===== src/rtl/shmr_pkg.sv =====
`timescale 1ns / 1ps
`default_nettype none

package shmr_pkg;

    // Field and datapath widths
    localparam int BYTE_W  = 8;
    localparam int HASH_W  = 30;
    localparam int SEED_W  = 64;
    localparam int WIDE_W  = 64;
    localparam int HALF_W  = 32;
    localparam int S_W     = 7;

    // Defaults for the top-level parameters
    localparam int MAX_LAYERS      = 5;
    localparam int LAYERS_DEF      = 5;
    localparam int QUEUE_DEPTH_DEF = 4;

    // Hash arithmetic constants
    localparam logic [HASH_W-1:0] HASH_MOD = HASH_W'(1000000000);
    // h*31 is done as (h << 5) - h
    localparam int HASH_MUL_SHIFT = 5;
    localparam logic [WIDE_W-1:0] ROUND_BASE = WIDE_W'(50);
    localparam logic [WIDE_W-1:0] ROUND_STEP = WIDE_W'(7);

    // Reciprocal reducer: q = ((x >> 29) * MU) >> 35 falls short of x / 1e9
    // by at most two, so the remainder needs at most two subtractions
    localparam int RED_IN_SHIFT = 29;
    localparam int RED_Q_W      = WIDE_W - RED_IN_SHIFT;
    localparam int RED_HI_W     = RED_Q_W - HALF_W;
    localparam logic [WIDE_W-1:0] RED_MU = {WIDE_W{1'b1}} / WIDE_W'(HASH_MOD);

    // 64x64 mod 2^64 product from three 32x32 partial products
    localparam int MUL_STEPS = 3;
    localparam int STEP_W    = $clog2(MUL_STEPS);

    typedef struct packed {
        logic              term;
        logic [BYTE_W-1:0] text_byte;
    } item_t;

    typedef struct packed {
        logic              start;
        logic [WIDE_W-1:0] value;
    } red_req_t;

    typedef struct packed {
        logic              done;
        logic [HASH_W-1:0] rem;
    } red_rsp_t;

    typedef enum logic [2:0] {
        BK_IDLE,
        BK_BYTE_RED,
        BK_MUL,
        BK_ACC,
        BK_MIX_RED,
        BK_EMIT
    } back_state_t;

    // Fibonacci-like sequence with fib(1) = 2, fib(2) = 3 (fib(0) also gives 2); elaboration only
    function automatic logic [WIDE_W-1:0] fib_const(input int unsigned n);
        logic [WIDE_W-1:0] a;
        logic [WIDE_W-1:0] b;
        logic [WIDE_W-1:0] c;
        a = WIDE_W'(1);
        b = WIDE_W'(2);
        for (int unsigned k = 2; k <= n; k++)
        begin
            c = a + b;
            a = b;
            b = c;
        end
        return b;
    endfunction

    function automatic logic [WIDE_W-1:0] round_s(input int unsigned i);
        return ROUND_BASE + ROUND_STEP * WIDE_W'(i);
    endfunction

    function automatic logic [WIDE_W-1:0] round_f1(input int unsigned i);
        return fib_const(int'(round_s(i)) + 1);
    endfunction

    function automatic logic [WIDE_W-1:0] round_f0(input int unsigned i);
        return fib_const(int'(round_s(i)));
    endfunction

    // F0*s mod 2^64, the additive term of y1
    function automatic logic [WIDE_W-1:0] round_k1(input int unsigned i);
        return round_f0(i) * round_s(i);
    endfunction

    // Fm*s mod 2^64, the additive term of y2
    function automatic logic [WIDE_W-1:0] round_k2(input int unsigned i);
        return fib_const(int'(round_s(i)) - 1) * round_s(i);
    endfunction

endpackage

`default_nettype wire


===== src/rtl/shmr_if.sv =====
`timescale 1ns / 1ps
`default_nettype none


interface shmr_hash_if import shmr_pkg::*; ();
    logic              valid;
    logic              ready;
    logic [HASH_W-1:0] hash_value;

    modport source (output valid, output hash_value, input ready);
    modport sink   (input valid, input hash_value, output ready);
endinterface


`default_nettype wire


===== src/rtl/shmr_back.sv =====
`timescale 1ns / 1ps
`default_nettype none

module shmr_back import shmr_pkg::*;
#(
    parameter int LAYERS = LAYERS_DEF
)
(
    input  logic              clk,
    input  logic              rst_n,
    input  logic [SEED_W-1:0] seed,
    input  logic              q_empty,
    input  item_t             q_item,
    output logic              q_pop,
    output red_req_t          red_req,
    input  red_rsp_t          red_rsp,
    shmr_hash_if.source       hash_out
);

    localparam int RW = (LAYERS > 1) ? $clog2(LAYERS) : 1;

    // Per-round constant tables
    logic [WIDE_W-1:0] f1_tab [LAYERS];
    logic [WIDE_W-1:0] f0_tab [LAYERS];
    logic [WIDE_W-1:0] k1_tab [LAYERS];
    logic [WIDE_W-1:0] k2_tab [LAYERS];
    logic [S_W-1:0]    s_tab  [LAYERS];

    for (genvar g = 0; g < LAYERS; g++)
    begin : g_round
        localparam logic [WIDE_W-1:0] F1 = round_f1(g);
        localparam logic [WIDE_W-1:0] F0 = round_f0(g);
        localparam logic [WIDE_W-1:0] K1 = round_k1(g);
        localparam logic [WIDE_W-1:0] K2 = round_k2(g);
        localparam logic [WIDE_W-1:0] S  = round_s(g);
        assign f1_tab[g] = F1;
        assign f0_tab[g] = F0;
        assign k1_tab[g] = K1;
        assign k2_tab[g] = K2;
        assign s_tab[g]  = S[S_W-1:0];
    end

    back_state_t       state_reg;
    back_state_t       state_next;
    logic              started_reg;
    logic              started_next;
    logic [HASH_W-1:0] running_reg;
    logic [HASH_W-1:0] running_next;
    logic [RW-1:0]     round_reg;
    logic [RW-1:0]     round_next;
    logic              phase_reg;
    logic              phase_next;
    logic [STEP_W-1:0] step_reg;
    logic [STEP_W-1:0] step_next;
    logic              hash_valid_reg;
    logic              hash_valid_next;

    logic [WIDE_W-1:0] v_reg;
    logic [WIDE_W-1:0] v_next;
    logic [WIDE_W-1:0] acc_reg;
    logic [WIDE_W-1:0] acc_next;
    logic [WIDE_W-1:0] prod_reg;
    logic [WIDE_W-1:0] prod_next;
    logic [HASH_W-1:0] y1_reg;
    logic [HASH_W-1:0] y1_next;
    logic [HASH_W-1:0] hash_data_reg;
    logic [HASH_W-1:0] hash_data_next;

    logic [WIDE_W-1:0] h_cur;
    logic [WIDE_W-1:0] byte_ext;
    logic [WIDE_W-1:0] byte_sum;
    logic [WIDE_W-1:0] mul_a;
    logic [HALF_W-1:0] a_half;
    logic [HALF_W-1:0] v_half;
    logic [WIDE_W-1:0] acc_add;
    logic [WIDE_W-1:0] acc_sum;
    logic [HASH_W-1:0] mix_out;
    logic [RW-1:0]     round_inc;

    assign hash_out.valid      = hash_valid_reg;
    assign hash_out.hash_value = hash_data_reg;

    // Byte update: h*31 + sext(byte), wrapping at 64 bits
    assign h_cur    = started_reg ? WIDE_W'(running_reg) : seed;
    assign byte_ext = {{(WIDE_W-BYTE_W){q_item.text_byte[BYTE_W-1]}}, q_item.text_byte};
    assign byte_sum = (h_cur << HASH_MUL_SHIFT) - h_cur + byte_ext;

    // Partial product select: lo*lo, hi*lo, lo*hi
    assign mul_a     = phase_reg ? f0_tab[round_reg] : f1_tab[round_reg];
    assign a_half    = (step_reg == STEP_W'(1)) ? mul_a[WIDE_W-1:HALF_W] : mul_a[HALF_W-1:0];
    assign v_half    = (step_reg == STEP_W'(2)) ? v_reg[WIDE_W-1:HALF_W] : v_reg[HALF_W-1:0];
    assign prod_next = WIDE_W'(a_half) * WIDE_W'(v_half);

    assign acc_add   = (step_reg == '0) ? prod_reg : {prod_reg[HALF_W-1:0], {HALF_W{1'b0}}};
    assign acc_sum   = acc_reg + acc_add;
    assign mix_out   = y1_reg ^ red_rsp.rem ^ HASH_W'(s_tab[round_reg]);
    assign round_inc = round_reg + 1'b1;

    always_comb
    begin
        state_next      = state_reg;
        started_next    = started_reg;
        running_next    = running_reg;
        round_next      = round_reg;
        phase_next      = phase_reg;
        step_next       = step_reg;
        hash_valid_next = hash_valid_reg;
        v_next          = v_reg;
        acc_next        = acc_reg;
        y1_next         = y1_reg;
        hash_data_next  = hash_data_reg;
        q_pop           = 1'b0;
        red_req.start   = 1'b0;
        red_req.value   = byte_sum;

        // Drop the result once the sink takes it
        if (hash_valid_reg && hash_out.ready)
        begin
            hash_valid_next = 1'b0;
        end

        case (state_reg)
            BK_IDLE:
            begin
                if (!q_empty)
                begin
                    q_pop = 1'b1;
                    if (q_item.term)
                    begin
                        v_next     = h_cur;
                        round_next = '0;
                        phase_next = 1'b0;
                        step_next  = '0;
                        acc_next   = k1_tab[0];
                        state_next = BK_MUL;
                    end
                    else
                    begin
                        red_req.start = 1'b1;
                        state_next    = BK_BYTE_RED;
                    end
                end
            end

            BK_BYTE_RED:
            begin
                if (red_rsp.done)
                begin
                    running_next = red_rsp.rem;
                    started_next = 1'b1;
                    state_next   = BK_IDLE;
                end
            end

            BK_MUL:
            begin
                state_next = BK_ACC;
            end

            // Accumulate one partial product; start the reduction after the last
            BK_ACC:
            begin
                acc_next = acc_sum;
                if (step_reg == STEP_W'(MUL_STEPS - 1))
                begin
                    red_req.start = 1'b1;
                    red_req.value = acc_sum;
                    state_next    = BK_MIX_RED;
                end
                else
                begin
                    step_next  = step_reg + 1'b1;
                    state_next = BK_MUL;
                end
            end

            BK_MIX_RED:
            begin
                if (red_rsp.done)
                begin
                    step_next = '0;
                    if (!phase_reg)
                    begin
                        y1_next    = red_rsp.rem;
                        phase_next = 1'b1;
                        acc_next   = k2_tab[round_reg];
                        state_next = BK_MUL;
                    end
                    else
                    begin
                        v_next     = WIDE_W'(mix_out);
                        phase_next = 1'b0;
                        if (round_reg == RW'(LAYERS - 1))
                        begin
                            state_next = BK_EMIT;
                        end
                        else
                        begin
                            round_next = round_inc;
                            acc_next   = k1_tab[round_inc];
                            state_next = BK_MUL;
                        end
                    end
                end
            end

            // Hold until the output register is free, then restart the string
            BK_EMIT:
            begin
                if (!hash_valid_reg || hash_out.ready)
                begin
                    hash_valid_next = 1'b1;
                    hash_data_next  = v_reg[HASH_W-1:0];
                    started_next    = 1'b0;
                    running_next    = '0;
                    state_next      = BK_IDLE;
                end
            end

            default:
            begin
                state_next = BK_IDLE;
            end
        endcase
    end

    always_ff @(posedge clk or negedge rst_n)
    begin
        if (!rst_n)
        begin
            state_reg      <= BK_IDLE;
            started_reg    <= 1'b0;
            running_reg    <= '0;
            round_reg      <= '0;
            phase_reg      <= 1'b0;
            step_reg       <= '0;
            hash_valid_reg <= 1'b0;
        end
        else
        begin
            state_reg      <= state_next;
            started_reg    <= started_next;
            running_reg    <= running_next;
            round_reg      <= round_next;
            phase_reg      <= phase_next;
            step_reg       <= step_next;
            hash_valid_reg <= hash_valid_next;
        end
    end

    always_ff @(posedge clk)
    begin
        v_reg         <= v_next;
        acc_reg       <= acc_next;
        prod_reg      <= prod_next;
        y1_reg        <= y1_next;
        hash_data_reg <= hash_data_next;
    end

endmodule

`default_nettype wire


===== src/flat_wrapper.sv =====
// flat-port wrapper written by rule: the top's interface ports become plain ports
module shmr_back_flat import shmr_pkg::*;
#(
    parameter int LAYERS = LAYERS_DEF
)
  (clk, rst_n, seed, q_empty, q_item, q_pop, red_req, red_rsp, hash_out_valid, hash_out_hash_value, hash_out_ready);
  shmr_hash_if hash_out_i ();
  input  logic clk;
  input  logic rst_n;
  input  logic [SEED_W-1:0] seed;
  input  logic q_empty;
  input  item_t q_item;
  output logic q_pop;
  output red_req_t red_req;
  input  red_rsp_t red_rsp;
  output wire logic [$bits(hash_out_i.valid)-1:0] hash_out_valid;
  output wire logic [$bits(hash_out_i.hash_value)-1:0] hash_out_hash_value;
  input wire logic [$bits(hash_out_i.ready)-1:0] hash_out_ready;
  assign hash_out_valid = hash_out_i.valid;
  assign hash_out_hash_value = hash_out_i.hash_value;
  assign hash_out_i.ready = hash_out_ready;
  shmr_back #(.LAYERS(LAYERS)) u_core (.clk(clk), .rst_n(rst_n), .seed(seed), .q_empty(q_empty), .q_item(q_item), .q_pop(q_pop), .red_req(red_req), .red_rsp(red_rsp), .hash_out(hash_out_i));
endmodule

===== config.mk =====
export PLATFORM = sky130hd
export DESIGN_NAME = shmr_back_flat
export DESIGN_NICKNAME = d
export VERILOG_FILES = /design/src/rtl/shmr_pkg.sv /design/src/rtl/shmr_if.sv /design/src/rtl/shmr_back.sv /design/src/flat_wrapper.sv
export SDC_FILE = /design/constraint.sdc
export NUM_CORES = 2
export LEC_CHECK = 0
export ABC_CLOCK_PERIOD_IN_PS = 9900
export BUFFER_PORTS_ARGS = -buffer_cell sky130_fd_sc_hd__clkbuf_2
export CORE_ASPECT_RATIO = 1.75
export CORE_UTILIZATION = 48
export CTS_CLUSTER_DIAMETER = 120
export CTS_CLUSTER_SIZE = 24
export DETAILED_ROUTE_END_ITERATION = 12
export GPL_TIMING_DRIVEN = 0
export RECOVER_POWER = 25
export SETUP_SLACK_MARGIN = 0.3
export SLEW_MARGIN = 20
export SYNTH_ARGS = -nofsm -noshare
export SYNTH_HDL_FRONTEND = slang
export SYNTH_SLANG_ARGS = --single-unit
export TNS_END_PERCENT = 100

===== constraint.sdc =====
create_clock -name clk -period 9.9 [get_ports clk]
set_clock_uncertainty 0.05 [all_clocks]
set_input_delay 0.495 -clock clk [delete_from_list [all_inputs] [get_ports clk]]
set_output_delay 0.495 -clock clk [all_outputs]
set_load 0.01 [all_outputs]

Word-level counts from Yosys, hierarchy flattened
Memory sizes are Yosys's and may differ from the RTL's.
Cells that the tools add are included.
Word-level totals
  memories kept: 5
  logic and storage cells: 131
  bits in read-only memories: 2104
  output and inout port bits: 97
  bits in registers: 293
Memory list
  (name not given): depth 8, bits a word 64, read ports 1, clocked after memory_dff 0, wr ports 0, line shmr_back.sv:186  | acc_next = k2_tab[round_reg];
  (name not given): depth 8, bits a word 64, read ports 1, clocked after memory_dff 0, wr ports 0, line shmr_back.sv:89  | assign mul_a = phase_reg ? f0_tab[round_reg] : f1_tab[round_reg];
  (name not given): depth 8, bits a word 64, read ports 1, clocked after memory_dff 0, wr ports 0, line shmr_back.sv:200  | acc_next = k1_tab[round_inc];
  (name not given): depth 8, bits a word 64, read ports 1, clocked after memory_dff 0, wr ports 0, line shmr_back.sv:89
  (name not given): depth 8, bits a word 7, read ports 1, clocked after memory_dff 0, wr ports 0, line shmr_back.sv:96  | assign mix_out = y1_reg ^ red_rsp.rem ^ HASH_W'(s_tab[round_reg]);
Operators by class
  eq/ne operators: 17
  magnitude comparators: 2
  bitwise operators: 5
  muxes and demuxes: 67
  add/subtract/negate cells: 5
  reductions and logical operators: 17
  multipliers: 1
Operators by type and width (count)
  64-bit two-way mux: 21
  64-bit case mux with 3 select lines: 1
  64-bit adder: 2
  64-bit case mux with 2 select lines: 1
  65-bit two-way mux: 1
  32-bit by 32-bit multiplier with 64-bit output: 1
  32-bit two-way mux: 2
  64-bit subtractor: 1
  30-bit two-way mux: 2
  30-bit case mux with 2 select lines: 1
  3-bit two-way mux: 12
  30-bit bitwise XOR: 1
  30-bit by 7-bit bitwise XOR with 30-bit output: 1
  3-bit case mux with 6 select lines: 1
  5-bit AND reduction: 3
  7-bit two-way mux: 2
  1-bit two-way mux: 13
  2-bit inequality test, second input constant: 6
  2-bit two-way mux: 5
  3-bit == test, second input constant: 3
  4-bit >= comparator, second input constant: 2
  3-bit NOT with 4-bit output: 2
  4-bit AND reduction: 2
  3-bit by 2-bit == test with 1-bit output, second input constant: 2
  other kinds (21): 26

Longest topological paths before layout
  depth after elaboration: 9
  mapped depth: 38
  gate-level depth less buffers: 35

Least setup slack after synthesis
Ideal clock, no wire load.
  path type: flip-flop to flip-flop
  start point: reg u_core.round_reg[1]
  end point: reg u_core.prod_reg[62]
  setup time: 0.072 ns
  period minus slack after synthesis: 8.610 ns
  path buffers: 3
  cell stages (with the launch flop): 31
  data arrival time: 8.488 ns
  path slack: 1.290 ns
  path through: dfrtp_1 clkbuf_1 inv_1 ha_1 clkbuf_1 a221oi_1 clkbuf_1 nor2_1 fa_1 fa_1 fa_1 inv_1 fa_1 inv_1 fa_1 inv_1 fa_1 inv_1 fa_1 fa_1 ha_1 and4_1 a31oi_1 o21ai_0 a211oi_1 o31ai_1 a211o_1 nand3_1 o21ai_0 a221oi_1 xnor2_1
Between the ends
  longest elaborated chain between the ends: 7
RTL lines
  from (decl): line shmr_back.sv:49  | logic [RW-1:0] round_reg;
  from (signal assigned): line shmr_back.sv:244  | round_reg <= round_next;
  3-bit NOT with 4-bit output (implied by the code) *: line shmr_back.sv:89
  memory 8 x 64 bit
  64-bit two-way mux (implied by the code) (2 in a row): line shmr_back.sv:89
  64-bit two-way mux *: line shmr_back.sv:89
  32-bit two-way mux *: line shmr_back.sv:90  | assign a_half = (step_reg == STEP_W'(1)) ? mul_a[WIDE_W-1:HALF_W] : mul_a[HALF_W-1:0];
  32-bit by 32-bit multiplier with 64-bit output *: line shmr_back.sv:92  | assign prod_next = WIDE_W'(a_half) * WIDE_W'(v_half);
  named net u_core.prod_next[62]: line shmr_back.sv:63  | logic [WIDE_W-1:0] prod_next;
  to (signal assigned): line shmr_back.sv:255  | prod_reg <= prod_next;
  to (decl): line shmr_back.sv:62  | logic [WIDE_W-1:0] prod_reg;
Mark *: on every way through the listed nets, which the timed path passes. The rest lies on a longest branch. The select of a mux whose other input is x is not followed.
A chain may end at the register's enable or synchronous reset.

Final worst setup path
  start point: reg u_core.round_reg[1]
  end point: reg u_core.prod_reg[58]
The elaborated chain is that of the path after synthesis.

==> run metrics <==
number of H-tree levels 1; final setup violating endpoints 0; crit path buf inv count 7; Setup crit start kind register; Synth Net Count 7769; number of hold violations in the final report 0; Setup CP Type reg2reg; die area 116000 um^2; global-route wire length before repair 371000 um; status finished with violations; average wire length per cell after detail routing 32.5 um; count of fill cells added during filler insertion 10800; number of design-rule violations left by the first detailed-router iteration 3898; final setup TNS 0 ps; part of the cycle the worst path needs 97.6%; Fmax achieved 0.104 GHz; cell family contributing the most delay on the critical path adder cells; largest net degree at the start of global routing 62; Critical Path Most Common Cell fa_1; # port buffers 203; mean area per synthesized cell 8.70 um^2; detailed-route via count 48600; I/O pin cnt 205; async set-reset flop share out of synthesis 14.0%; via count of the first global-routing pass 51300; worst-path fanout max 10; top area cells in the synthesized netlist fa_1 35%, edfxtp_1 10%, ha_1 9.3%; ratio of cells with drive above 1 in the final layout 11.1%; count of distinct cell types in the synthesized netlist 82; first-pass detailed-route iteration total 6; Rows 163; P&R area growth vs syn 12.3%; number of design rule violations left after detail routing 0; cell type with the highest aggregate area in the netlist fa_1; maximum root-to-sink buffer count 3; Num Clock Sinks 293; vias per std cell 5.98; Clk Latency, worst-skew pair 600 ps; cell count after synthesis 6296; CP max stage cell fa_1; global routing usage summed across all routing layers 46.1%; clock slew seen by the registers of the worst setup and hold paths 130 ps; clock tree from TritonCTS built; Die X 257 um; data arrival time of the critical path 10040 ps; clock root cell clkbuf_16; final critical-path required period 9660 ps; global placement routability congestion 1.09; final WL 264000 um; largest stage delay on the critical path 630 ps; slew of the pin with the lowest slew margin 3350 ps; worst reg-to-reg setup slack 240 ps; Core Footprint 113000 um^2; register area share after synthesis 14.5%; Post-Syn Area 54800 um^2; data required time of the critical path 10280 ps; max-cap check violation count 2; count of flip-flops with a built-in enable after synthesis 188; grt ovf 0; initial antenna violation count 24; initial standard-cell utilization of the core 48.5%; Yosys Warn Count 0; fin. max-slew vios 104; RSZ-0062 raised after global routing yes; fraction of synthesized cell area taken by the top area cell type 34.9%; number of nets still failing antenna checks after routing 0; endpoint class of the critical path register; CTS buffer count 16; Die Ht 449 um; total half-perimeter wirelength after legalization and detailed placement 225000 um; ys flop type edfxtp_1; synthesized flop and latch total 293; total number of nets in the final design 8084; Hold WC Path Type in2reg; Max-slew headroom -124%; violated checks capacitance limit, slew limit
[metal layers]
metal / share of wire [%] / track usage [%]
met3: 6.0 / 6.93
met1: 31 / 45.2
met4: 14 / 51.6
met5: 0.014 / 0.0421
met2: 49 / 78.6
[final timing paths]
| kind | startpoint | endpoint | cells past startpoint |
|---|---|---|---|
| min | red_rsp[8] | u_core.y1_reg[8] | 1 |
| max in group asynchronous | rst_n | u_core.round_reg[0] | 2 |
| min reg2reg | u_core.v_reg[25] | u_core.hash_out.hash_value[25] | 0 |
| max | u_core.round_reg[1] | u_core.prod_reg[58] | 30 |
| max reg2reg | u_core.round_reg[1] | u_core.prod_reg[58] | 30 |
| min in group asynchronous | rst_n | u_core.running_reg[18] | 2 |
[timing repair]
| action | 4_1_cts | 5_1_grt |
|---|---|---|
| gates resized for setup | 494 | 126 |
| pin swaps | 23 | 27 |
| setup buffers | 51 | 22 |
| hold buffers | 1 | 0 |
| setup endpoints to repair | 49 | 20 |
| endpoints found under the hold margin | 41 | 0 |
[synthesized netlist by cell type (88+ instances only)]
cell type  instances
clkbuf_1         295
a21o_1           124
a21oi_1          310
nor2_1           693
inv_1           1128
nand2_1          860
fa_1             956
ha_1             409
xor2_1            88
o21ai_0          202
xnor2_1          129
edfxtp_1         188
[cell families (layout without fill, tap and decap cells)]
kind of cell,count (synthesis),in the layout,share of synthesized area [%]
buffers and inverters,1458,1782,10.0
AND/OR/NAND/NOR,1888,1888,14.4
multiplexers,140,140,2.70
AO/OA/AOI/OAI,935,935,10.6
flip-flops,293,293,14.5
XOR/XNOR,217,217,3.47
other,0,21,0
adder cells (fa/ha/maj),1365,1365,44.3
[layout by cell type (no fill, tap or decap), drive strengths merged, types with 16 or more instances in the layout]
cell and instances:
and3 25, o22ai 19, dfrtp 41, ha 409, edfxtp 188, and2 62
o211ai 16, a31oi 42, nor2b 29, dfxtp 64, xnor2 129, or2 16
clkbuf 503, nand2b 25, a211oi 25, o31ai 17, inv 1126, mux2i 76
fa 956, a21oi 312, o21a 16, nand4 46, nand2 860, buf 149
mux2 64, diode 21, o21ai 213, nor3 31, a21o 124, nand3 57
xor2 88, nor2 693, o21bai 46
[cell type report]
type	count	area, um^2	area share, %
Antenna cell	21	52.6	0.0854
Buffer	325	2110	3.42
Clock buffer	26	459	0.746
Clock inverter	1	20.0	0.0325
Inverter	1128	4250	6.91
Multi-Input combinational cell	4545	42800	69.6
Sequential cell	293	7960	12.9
Tap cell	1485	1860	3.02
Timing Repair Buffer	302	2030	3.29
[per-stage QoR]
| stage | instance area (um^2) | util, % | setup WS (ps) | instances | hold WS, ps |
|---|---|---|---|---|---|
| detailed placement | 58400 | 51.7 | -2930 | 8008 | 451 |
| global placement | 57600 | 51.0 | -3690 | 7984 | 416 |
| CTS | 61000 | 54.0 | 258 | 8083 | 60.9 |
| finish | 61500 | 54.5 | 239 | 8126 | 121 |
| global route | 61500 | 54.4 | 215 | 8119 | 133 |
| floorplan | 54800 | - | 1290 | 6296 | 149 |
Power is not shown: default switching activity piles up to over one toggle a cycle in this logic, so the estimate is an artifact.
